## config.mk

```make
export PLATFORM = sky130hd
export DESIGN_NAME = sjf_nonpreemptive_scheduler_flat
export DESIGN_NICKNAME = d
export VERILOG_FILES = /design/src/sjf_pkg.sv /design/src/sjf_in_if.sv /design/src/sjf_out_if.sv /design/src/sjf_cell.sv /design/src/sjf_nonpreemptive_scheduler.sv /design/src/flat_wrapper.sv
export SDC_FILE = /design/constraint.sdc
export NUM_CORES = 2
export LEC_CHECK = 0
export ABC_AREA = 1
export BUFFER_PORTS_ARGS = -buffer_cell sky130_fd_sc_hd__buf_4
export CAP_MARGIN = 20
export CORE_UTILIZATION = 64
export CTS_BUF_LIST = sky130_fd_sc_hd__clkbuf_8 sky130_fd_sc_hd__clkbuf_16
export DETAILED_ROUTE_END_ITERATION = 6
export PLACE_DENSITY = 0.83
export SYNTH_ARGS = -nofsm -noshare
export SYNTH_HDL_FRONTEND = slang
export SYNTH_HIERARCHICAL = 1
export SYNTH_SLANG_ARGS = --single-unit
```

## constraint.sdc

```tcl
create_clock -name clk -period 6.2 [get_ports clk]
set_clock_uncertainty 0.2 [all_clocks]
set_input_delay 0.62 -clock clk [delete_from_list [all_inputs] [get_ports clk]]
set_output_delay 0.62 -clock clk [all_outputs]
set_load 0.01 [all_outputs]
```

## src/sjf_pkg.sv

```systemverilog
// Shared types and constants of the shortest-job-first scheduler.
// Used by the cells and the top level; depends on nothing.
package sjf_pkg;

  localparam int MAX_JOBS_DEF = 16;
  localparam int DATA_W       = 16;
  localparam int TIME_W       = 21;
  localparam int OUT_IDX_W    = 4;
  // Widths that cover the whole parameter range of MAX_JOBS (up to 64).
  localparam int IDX_MAX_W    = 6;
  localparam int CNT_MAX_W    = 7;

  typedef enum logic [1:0] {
    ST_IDLE,
    ST_SCAN,
    ST_DECIDE
  } state_t;

  // Running best candidate handed from cell to cell.
  typedef struct packed {
    logic                 found;
    logic [DATA_W-1:0]    best_burst;
    logic [DATA_W-1:0]    best_arr;
    logic [IDX_MAX_W-1:0] best_idx;
    logic                 pend;
    logic [DATA_W-1:0]    next_arr;
  } cand_t;

  // Broadcast control from the sequencer to every cell.
  typedef struct packed {
    logic                 load;
    logic                 clear;
    logic                 mark;
    logic [IDX_MAX_W-1:0] idx;
    logic [DATA_W-1:0]    arrival;
    logic [DATA_W-1:0]    burst;
    logic [TIME_W-1:0]    cur_time;
    logic [CNT_MAX_W-1:0] job_count;
  } cell_ctl_t;

endpackage

```

## src/sjf_in_if.sv

```systemverilog
// Job input channel: valid/ready handshake with one job per beat.
// Depends on nothing.
interface sjf_in_if;
  logic        valid;
  logic        ready;
  logic [15:0] arrival_time;
  logic [15:0] burst_length;
  logic        last_job;

  modport source (output valid, output arrival_time, output burst_length,
                  output last_job, input ready);
  modport sink (input valid, input arrival_time, input burst_length,
                input last_job, output ready);
endinterface

```

## src/sjf_out_if.sv

```systemverilog
// Result channel: valid/ready handshake with one scheduled job per beat.
// Depends on nothing.
interface sjf_out_if;
  logic        valid;
  logic        ready;
  logic [3:0]  job_index;
  logic [20:0] start_tick;
  logic [20:0] finish_tick;
  logic [20:0] wait_ticks;
  logic        last_result;

  modport source (output valid, output job_index, output start_tick,
                  output finish_tick, output wait_ticks, output last_result,
                  input ready);
  modport sink (input valid, input job_index, input start_tick,
                input finish_tick, input wait_ticks, input last_result,
                output ready);
endinterface

```

## src/sjf_cell.sv

```systemverilog
// One job slot of the scheduling chain: holds a job and refines the candidate.
// Depends on sjf_pkg.
module sjf_cell #(
  parameter int IDX = 0
) (
  input  logic              clk,
  input  logic              rst_n,
  input  sjf_pkg::cell_ctl_t ctl,
  input  sjf_pkg::cand_t    cand_in,
  output sjf_pkg::cand_t    cand_out
);

  localparam int IMW = sjf_pkg::IDX_MAX_W;
  localparam int CMW = sjf_pkg::CNT_MAX_W;
  localparam int TW  = sjf_pkg::TIME_W;
  localparam int DW  = sjf_pkg::DATA_W;

  logic [DW-1:0]   arr_r;
  logic [DW-1:0]   burst_r;
  logic            done_r;
  logic            done_nxt;
  logic            hit;
  logic            active;
  sjf_pkg::cand_t  cand_nxt;
  sjf_pkg::cand_t  cand_r;

  assign hit    = (ctl.idx == IMW'(IDX));
  assign active = (CMW'(IDX) < ctl.job_count) && !done_r;

  always_comb begin
    done_nxt = done_r;
    if (ctl.clear) begin
      done_nxt = 1'b0;
    end else if (ctl.load && hit) begin
      done_nxt = 1'b0;
    end else if (ctl.mark && hit) begin
      done_nxt = 1'b1;
    end
  end

  // Strict compares keep the lower index on a tie, as the chain runs upwards.
  always_comb begin
    cand_nxt = cand_in;
    if (active) begin
      if (TW'(arr_r) <= ctl.cur_time) begin
        if (!cand_in.found || (burst_r < cand_in.best_burst)) begin
          cand_nxt.found      = 1'b1;
          cand_nxt.best_burst = burst_r;
          cand_nxt.best_arr   = arr_r;
          cand_nxt.best_idx   = IMW'(IDX);
        end
      end else if (!cand_in.pend || (arr_r < cand_in.next_arr)) begin
        cand_nxt.pend     = 1'b1;
        cand_nxt.next_arr = arr_r;
      end
    end
  end

  always_ff @(posedge clk) begin
    if (!rst_n) begin
      done_r <= 1'b0;
    end else begin
      done_r <= done_nxt;
    end
  end

  always_ff @(posedge clk) begin
    if (ctl.load && hit) begin
      arr_r   <= ctl.arrival;
      burst_r <= ctl.burst;
    end
    cand_r <= cand_nxt;
  end

  assign cand_out = cand_r;

endmodule

```

## src/sjf_nonpreemptive_scheduler.sv

```systemverilog
// Non-preemptive shortest-job-first scheduler built as a chain of job cells.
// Idle, it takes jobs back to back; the batch closes on last_job or a full store.
// Per decision the candidate ripples through all MAX_JOBS cells in ST_SCAN;
// ST_DECIDE then makes an idle time jump or, once the output is free, emits a result.
// Reset (rst_n low at a clock edge) empties the batch and clears done flags,
// time and counts; stored arrival and burst values are not cleared.
module sjf_nonpreemptive_scheduler #(
  parameter int MAX_JOBS = sjf_pkg::MAX_JOBS_DEF
) (
  input logic        clk,
  input logic        rst_n,
  sjf_in_if.sink     in_ch,
  sjf_out_if.source  out_ch
);

  localparam int CNT_W  = $clog2(MAX_JOBS + 1);
  localparam int SCAN_W = (MAX_JOBS > 1) ? $clog2(MAX_JOBS) : 1;
  localparam int IMW    = sjf_pkg::IDX_MAX_W;
  localparam int CMW    = sjf_pkg::CNT_MAX_W;
  localparam int TW     = sjf_pkg::TIME_W;
  localparam int OIW    = sjf_pkg::OUT_IDX_W;

  sjf_pkg::state_t     state_r, state_nxt;
  logic [SCAN_W-1:0]   scan_cnt_r, scan_cnt_nxt;
  logic [CNT_W-1:0]    job_count_r, job_count_nxt;
  logic [CNT_W-1:0]    done_count_r, done_count_nxt;
  logic [TW-1:0]       time_r, time_nxt;

  logic                out_valid_r, out_valid_nxt;
  logic [OIW-1:0]      out_idx_r, out_idx_nxt;
  logic [TW-1:0]       out_start_r, out_start_nxt;
  logic [TW-1:0]       out_finish_r, out_finish_nxt;
  logic [TW-1:0]       out_wait_r, out_wait_nxt;
  logic                out_last_r, out_last_nxt;

  sjf_pkg::cell_ctl_t  ctl;
  sjf_pkg::cand_t      chain_w [MAX_JOBS+1];
  sjf_pkg::cand_t      res;
  logic [TW-1:0]       finish_w;
  logic                batch_end;

  assign chain_w[0] = '0;
  assign res        = chain_w[MAX_JOBS];

  for (genvar g = 0; g < MAX_JOBS; g++) begin : g_cell
    sjf_cell #(.IDX(g)) u_cell (
      .clk      (clk),
      .rst_n    (rst_n),
      .ctl      (ctl),
      .cand_in  (chain_w[g]),
      .cand_out (chain_w[g+1])
    );
  end

  assign finish_w  = time_r + TW'(res.best_burst);
  assign batch_end = ((done_count_r + CNT_W'(1)) == job_count_r);

  always_comb begin
    state_nxt      = state_r;
    scan_cnt_nxt   = scan_cnt_r;
    job_count_nxt  = job_count_r;
    done_count_nxt = done_count_r;
    time_nxt       = time_r;
    out_valid_nxt  = out_valid_r;
    out_idx_nxt    = out_idx_r;
    out_start_nxt  = out_start_r;
    out_finish_nxt = out_finish_r;
    out_wait_nxt   = out_wait_r;
    out_last_nxt   = out_last_r;
    in_ch.ready    = 1'b0;

    ctl           = '0;
    ctl.idx       = IMW'(job_count_r);
    ctl.arrival   = in_ch.arrival_time;
    ctl.burst     = in_ch.burst_length;
    ctl.cur_time  = time_r;
    ctl.job_count = CMW'(job_count_r);

    if (out_valid_r && out_ch.ready) begin
      out_valid_nxt = 1'b0;
    end

    case (state_r)
      sjf_pkg::ST_IDLE: begin
        in_ch.ready = 1'b1;
        if (in_ch.valid) begin
          ctl.load      = 1'b1;
          job_count_nxt = job_count_r + CNT_W'(1);
          if (in_ch.last_job || ((job_count_r + CNT_W'(1)) == CNT_W'(MAX_JOBS))) begin
            state_nxt    = sjf_pkg::ST_SCAN;
            scan_cnt_nxt = '0;
          end
        end
      end
      sjf_pkg::ST_SCAN: begin
        // The chain settles once the candidate has passed every cell.
        scan_cnt_nxt = scan_cnt_r + SCAN_W'(1);
        if (scan_cnt_r == SCAN_W'(MAX_JOBS - 1)) begin
          state_nxt = sjf_pkg::ST_DECIDE;
        end
      end
      sjf_pkg::ST_DECIDE: begin
        if (!res.found) begin
          // Nothing has arrived yet: jump to the earliest pending arrival.
          time_nxt     = TW'(res.next_arr);
          state_nxt    = sjf_pkg::ST_SCAN;
          scan_cnt_nxt = '0;
        end else if (!out_valid_r || out_ch.ready) begin
          out_valid_nxt  = 1'b1;
          out_idx_nxt    = OIW'(res.best_idx);
          out_start_nxt  = time_r;
          out_finish_nxt = finish_w;
          out_wait_nxt   = time_r - TW'(res.best_arr);
          out_last_nxt   = batch_end;
          ctl.mark       = 1'b1;
          ctl.idx        = res.best_idx;
          if (batch_end) begin
            ctl.clear      = 1'b1;
            job_count_nxt  = '0;
            done_count_nxt = '0;
            time_nxt       = '0;
            state_nxt      = sjf_pkg::ST_IDLE;
          end else begin
            done_count_nxt = done_count_r + CNT_W'(1);
            time_nxt       = finish_w;
            state_nxt      = sjf_pkg::ST_SCAN;
            scan_cnt_nxt   = '0;
          end
        end
      end
      default: begin
        state_nxt = sjf_pkg::ST_IDLE;
      end
    endcase
  end

  always_ff @(posedge clk) begin
    if (!rst_n) begin
      state_r      <= sjf_pkg::ST_IDLE;
      scan_cnt_r   <= '0;
      job_count_r  <= '0;
      done_count_r <= '0;
      time_r       <= '0;
      out_valid_r  <= 1'b0;
    end else begin
      state_r      <= state_nxt;
      scan_cnt_r   <= scan_cnt_nxt;
      job_count_r  <= job_count_nxt;
      done_count_r <= done_count_nxt;
      time_r       <= time_nxt;
      out_valid_r  <= out_valid_nxt;
    end
  end

  always_ff @(posedge clk) begin
    out_idx_r    <= out_idx_nxt;
    out_start_r  <= out_start_nxt;
    out_finish_r <= out_finish_nxt;
    out_wait_r   <= out_wait_nxt;
    out_last_r   <= out_last_nxt;
  end

  assign out_ch.valid       = out_valid_r;
  assign out_ch.job_index   = out_idx_r;
  assign out_ch.start_tick  = out_start_r;
  assign out_ch.finish_tick = out_finish_r;
  assign out_ch.wait_ticks  = out_wait_r;
  assign out_ch.last_result = out_last_r;

endmodule

```

## src/flat_wrapper.sv

```systemverilog
// flat-port wrapper written by rule: the top's interface ports become plain ports
module sjf_nonpreemptive_scheduler_flat 
#(
  parameter int MAX_JOBS = sjf_pkg::MAX_JOBS_DEF
)
  (clk, rst_n, in_ch_valid, in_ch_arrival_time, in_ch_burst_length, in_ch_last_job, in_ch_ready, out_ch_valid, out_ch_job_index, out_ch_start_tick, out_ch_finish_tick, out_ch_wait_ticks, out_ch_last_result, out_ch_ready);
  sjf_in_if in_ch_i ();
  sjf_out_if out_ch_i ();
  input logic clk;
  input logic rst_n;
  input wire logic [$bits(in_ch_i.valid)-1:0] in_ch_valid;
  input wire logic [$bits(in_ch_i.arrival_time)-1:0] in_ch_arrival_time;
  input wire logic [$bits(in_ch_i.burst_length)-1:0] in_ch_burst_length;
  input wire logic [$bits(in_ch_i.last_job)-1:0] in_ch_last_job;
  output wire logic [$bits(in_ch_i.ready)-1:0] in_ch_ready;
  output wire logic [$bits(out_ch_i.valid)-1:0] out_ch_valid;
  output wire logic [$bits(out_ch_i.job_index)-1:0] out_ch_job_index;
  output wire logic [$bits(out_ch_i.start_tick)-1:0] out_ch_start_tick;
  output wire logic [$bits(out_ch_i.finish_tick)-1:0] out_ch_finish_tick;
  output wire logic [$bits(out_ch_i.wait_ticks)-1:0] out_ch_wait_ticks;
  output wire logic [$bits(out_ch_i.last_result)-1:0] out_ch_last_result;
  input wire logic [$bits(out_ch_i.ready)-1:0] out_ch_ready;
  assign in_ch_i.valid = in_ch_valid;
  assign in_ch_i.arrival_time = in_ch_arrival_time;
  assign in_ch_i.burst_length = in_ch_burst_length;
  assign in_ch_i.last_job = in_ch_last_job;
  assign in_ch_ready = in_ch_i.ready;
  assign out_ch_valid = out_ch_i.valid;
  assign out_ch_job_index = out_ch_i.job_index;
  assign out_ch_start_tick = out_ch_i.start_tick;
  assign out_ch_finish_tick = out_ch_i.finish_tick;
  assign out_ch_wait_ticks = out_ch_i.wait_ticks;
  assign out_ch_last_result = out_ch_i.last_result;
  assign out_ch_i.ready = out_ch_ready;
  sjf_nonpreemptive_scheduler #(.MAX_JOBS(MAX_JOBS)) u_core (.clk(clk), .rst_n(rst_n), .in_ch(in_ch_i), .out_ch(out_ch_i));
endmodule
```

==> metrics.md <==
| Metric | Value |
|---|---|
| Status | `finished, violations left` |
| Failing checks | `DRC` |
| Clock Latency Late Sink | `just over 800 ps` |
| WL/cell | `20.27 um` |
| CTS sink count | `1,529` |
| Relative slew margins | `0.09373` |
| Metal2 WL | `approximately 100,000 um` |
| Met3 WL | `20,610 um` |
| Crit path top cell by count | `buf_4` |
| Post-CTS setup buffers | `0` |
| Final core utilization | `0.7156` |
| Critical path buffers and inverters | `5` |
| Period utilisation layout | `0.6715` |
| Final setup violation count | `0` |
| Worst-path fanout max | `72` |
| Total grt overflow | `0` |
| Pre-CTS setup slack | `approximately 2100 ps` |
| First-pass GRT wire length | `326,200 um` |
| Post-Syn Instances | `approximately 8,700` |
| Hold-fix buffer count after cts | `0` |
| Clock buffer count from CTS | `153` |
| Core area | `about 0.11 mm^2` |
| Pre-antenna DRT Iters | `7` |
| Largest net degree at the start of global routing | `73` |
| Synth warn | `6` |
| PD cells | `412.1 mW/mm^2` |
| CP top delay family | `buffers and inverters` |
| NumNets Final | `9,749` |
| Crit path DAT | `roughly 4400 ps` |
| CP required | `around 6500 ps` |
| GRT Overall Usage | `0.3613` |
| Htree depth | `4` |
| Hold Path End | `u_core/g_cell[0].u_cell/arr_r[11]$_DFFE_PP_` |
| Port bufs | `106` |
| Setup TNS | `0 ps` |
| Maximum vdd drop | `322.7 uV` |
| Reg-to-reg slack, setup | `2040 ps` |
| Met1 WL | `roughly 77,000 um` |
| Max Slew Vio Count | `0` |
| Final Hold Fails | `0` |
| Setup crit start kind | `flop` |
| Max Freq | `240.2 MHz` |
| Reg-to-Reg Start | `u_core/state_r[1]$_SDFFE_PN0P_` |
| Worst R2R Path Depth | `12` |
| CP max stage delay | `820 ps` |
| Critical-path top delay cell | `buf_4` |
| Antenna violations before repair | `15` |
| Top routing layer in use | `met5` |
| Routed vias | `60,855` |
| Mean area per synthesized cell | `8.610 um^2` |
| Detailed Route WL | `214,600 um` |
| Dpl hpwl | `149,000 um` |
| Starting DRT DRC Count | `6,221` |
| Top-Level Pins | `107` |
| Least-Margin Pin Slew | `1356 ps` |
| Row cnt | `124` |
| Worst Hold Depth | `1` |
| Layout cells sized above 1 | `0.07838` |
| Drt drc | `2` |
| CTS resizes | `0` |
| Initial cell density of the core | `0.6497` |
| RR Endpoint | `u_core/g_cell[13].u_cell/burst_r[0]$_DFFE_PP_` |
| Worst setup margin | `2037 ps` |
| TritonCTS clock tree | `done` |
| Hold Startpoint | `in_ch_arrival_time[11]` |
| Min Hold Slack | `24.38 ps` |
| Placer Congestion | `between 0.9 and 1` |
| Vias in the first global route | `between 50,000 and 60,000` |
| Vias per cell | `5.748` |
| Die W | `343.6 um` |
| Die Footprint | `0.1181 mm^2` |
| Max-cap violations | `0` |
| Leak pwr | `39.58 nW` |
| CP Class | `reg2reg` |
| Crit path cell chain | `inv_1 -> nor2_2 -> nand2_1 -> nor2_4 -> buf_4 -> nand2_1 -> o21ai_1 -> buf_4 -> inv_1 -> nor2_1 -> and3_1 -> buf_4` |
| RSZ-0062 raised after global routing | `false` |
| Die Y-Extent | `343.6 um` |
| Clk root buf | `clkbuf_16` |
| Synthesized area | `approximately 0.075 mm^2` |
| Minimum clock period | `4164 ps` |
| Worst Setup End Kind | `flop` |
| Post-DRT Antenna Nets | `0` |
| Worst-case clock buffer depth | `3` |
| Clock slew at reported path FFs | `60 ps` |
| Area delta synth->final | `10.14%` |
| Type of the most critical hold path | `in2reg` |
[flip-flops by register name, indices dropped and copies added (netlist names), 2 cells and up]
register                       count
u_core/done_count_r                5
u_core/g_cell.u_cell/arr_r       256
u_core/g_cell.u_cell/burst_r     256
u_core/g_cell.u_cell/cand_out    895
u_core/g_cell.u_cell/done_r       16
u_core/job_count_r                 5
u_core/out_ch.finish_tick         21
u_core/out_ch.job_index            4
u_core/out_ch.start_tick          21
u_core/out_ch.wait_ticks          21
u_core/scan_cnt_r                  4
u_core/state_r                     2
u_core/time_r                     21
[final cells by class]
class	instances	area, um^2
inverter	1271	4771
antenna	4	10.01
tap	1512	1892
sequential	1529	36410
clock buffer	184	4357
clock inverter	103	812.0
fill	8163	32700
timing repair buffer	192	1490
multi-input combinational	5792	32520
[cell usage in the layout (no fill, tap or decap), drive strengths merged]
master    instances
nor2            461
and3              3
clkinvlp          5
o31ai             3
a41oi             6
o211ai            1
o21ai           106
clkbuf          184
o21bai           13
a21oi           359
xnor2            10
dfxtp           949
fa                2
nand2          2744
nand3b            5
edfxtp          580
buf             192
o21a              2
inv            1324
xor2             23
nor3             64
or2              33
clkinv           37
ha              771
diode             4
bufinv            8
a31o              1
and2             16
nand4            79
or3b              3
a31oi             5
nand2b            1
nand3           897
a21boi            1
a2111oi           2
nor4             20
conb            122
a21o             39
[worst register-to-register path, cell delays in order, from the launching register on]
cell and delay (ps):
dfxtp_1 360, inv_1 90, nor2_2 190, nand2_1 160, nor2_4 550, buf_4 820, nand2_1 140, o21ai_1 110
buf_4 290, inv_1 80, nor2_1 140, and3_1 220, buf_4 410
[through the flow]
step	cells	total power, mW	instance area [um^2]
after floorplan	8796	21.09	75150
after global placement	10293	23.68	77040
after detailed placement	10294	24.21	77070
after CTS	10581	33.64	82240
after global routing	10584	35.66	82260
final	10587	33.91	82270
[where the power goes]
group,switching (mW),internal (mW),total (mW)
registers,1.74,13.1,14.9
clock network,4.02,5.36,9.38
logic,6.45,3.19,9.64
total,12.2,21.7,33.9
[per-layer routing]
| layer | GRT usage | vias to the layer above |
|---|---|---|
| met2 | 0.6040 | 3223 |
| li1 | - | 28351 |
| met3 | 0.08239 | 922 |
| met1 | 0.4145 | 28357 |
| met4 | 0.2406 | 2 |
| met5 | 0 | - |
[worst max-delay path by stage]
stage	from	end	slack [ps]	cells after the start
global placement	out_ch_ready	u_core/g_cell[13].u_cell/burst_r[1]$_DFFE_PP_	2210	11
finish	u_core/state_r[1]$_SDFFE_PN0P_	u_core/g_cell[13].u_cell/burst_r[0]$_DFFE_PP_	2040	12
floorplan	out_ch_ready	u_core/g_cell[3].u_cell/arr_r[0]$_DFFE_PP_	920	7
detailed placement	out_ch_ready	u_core/g_cell[13].u_cell/burst_r[0]$_DFFE_PP_	2080	11
global route	u_core/state_r[1]$_SDFFE_PN0P_	u_core/g_cell[13].u_cell/burst_r[5]$_DFFE_PP_	1740	12
CTS	u_core/state_r[1]$_SDFFE_PN0P_	u_core/g_cell[13].u_cell/burst_r[2]$_DFFE_PP_	2070	12
(Power assumes the default switching activity.)
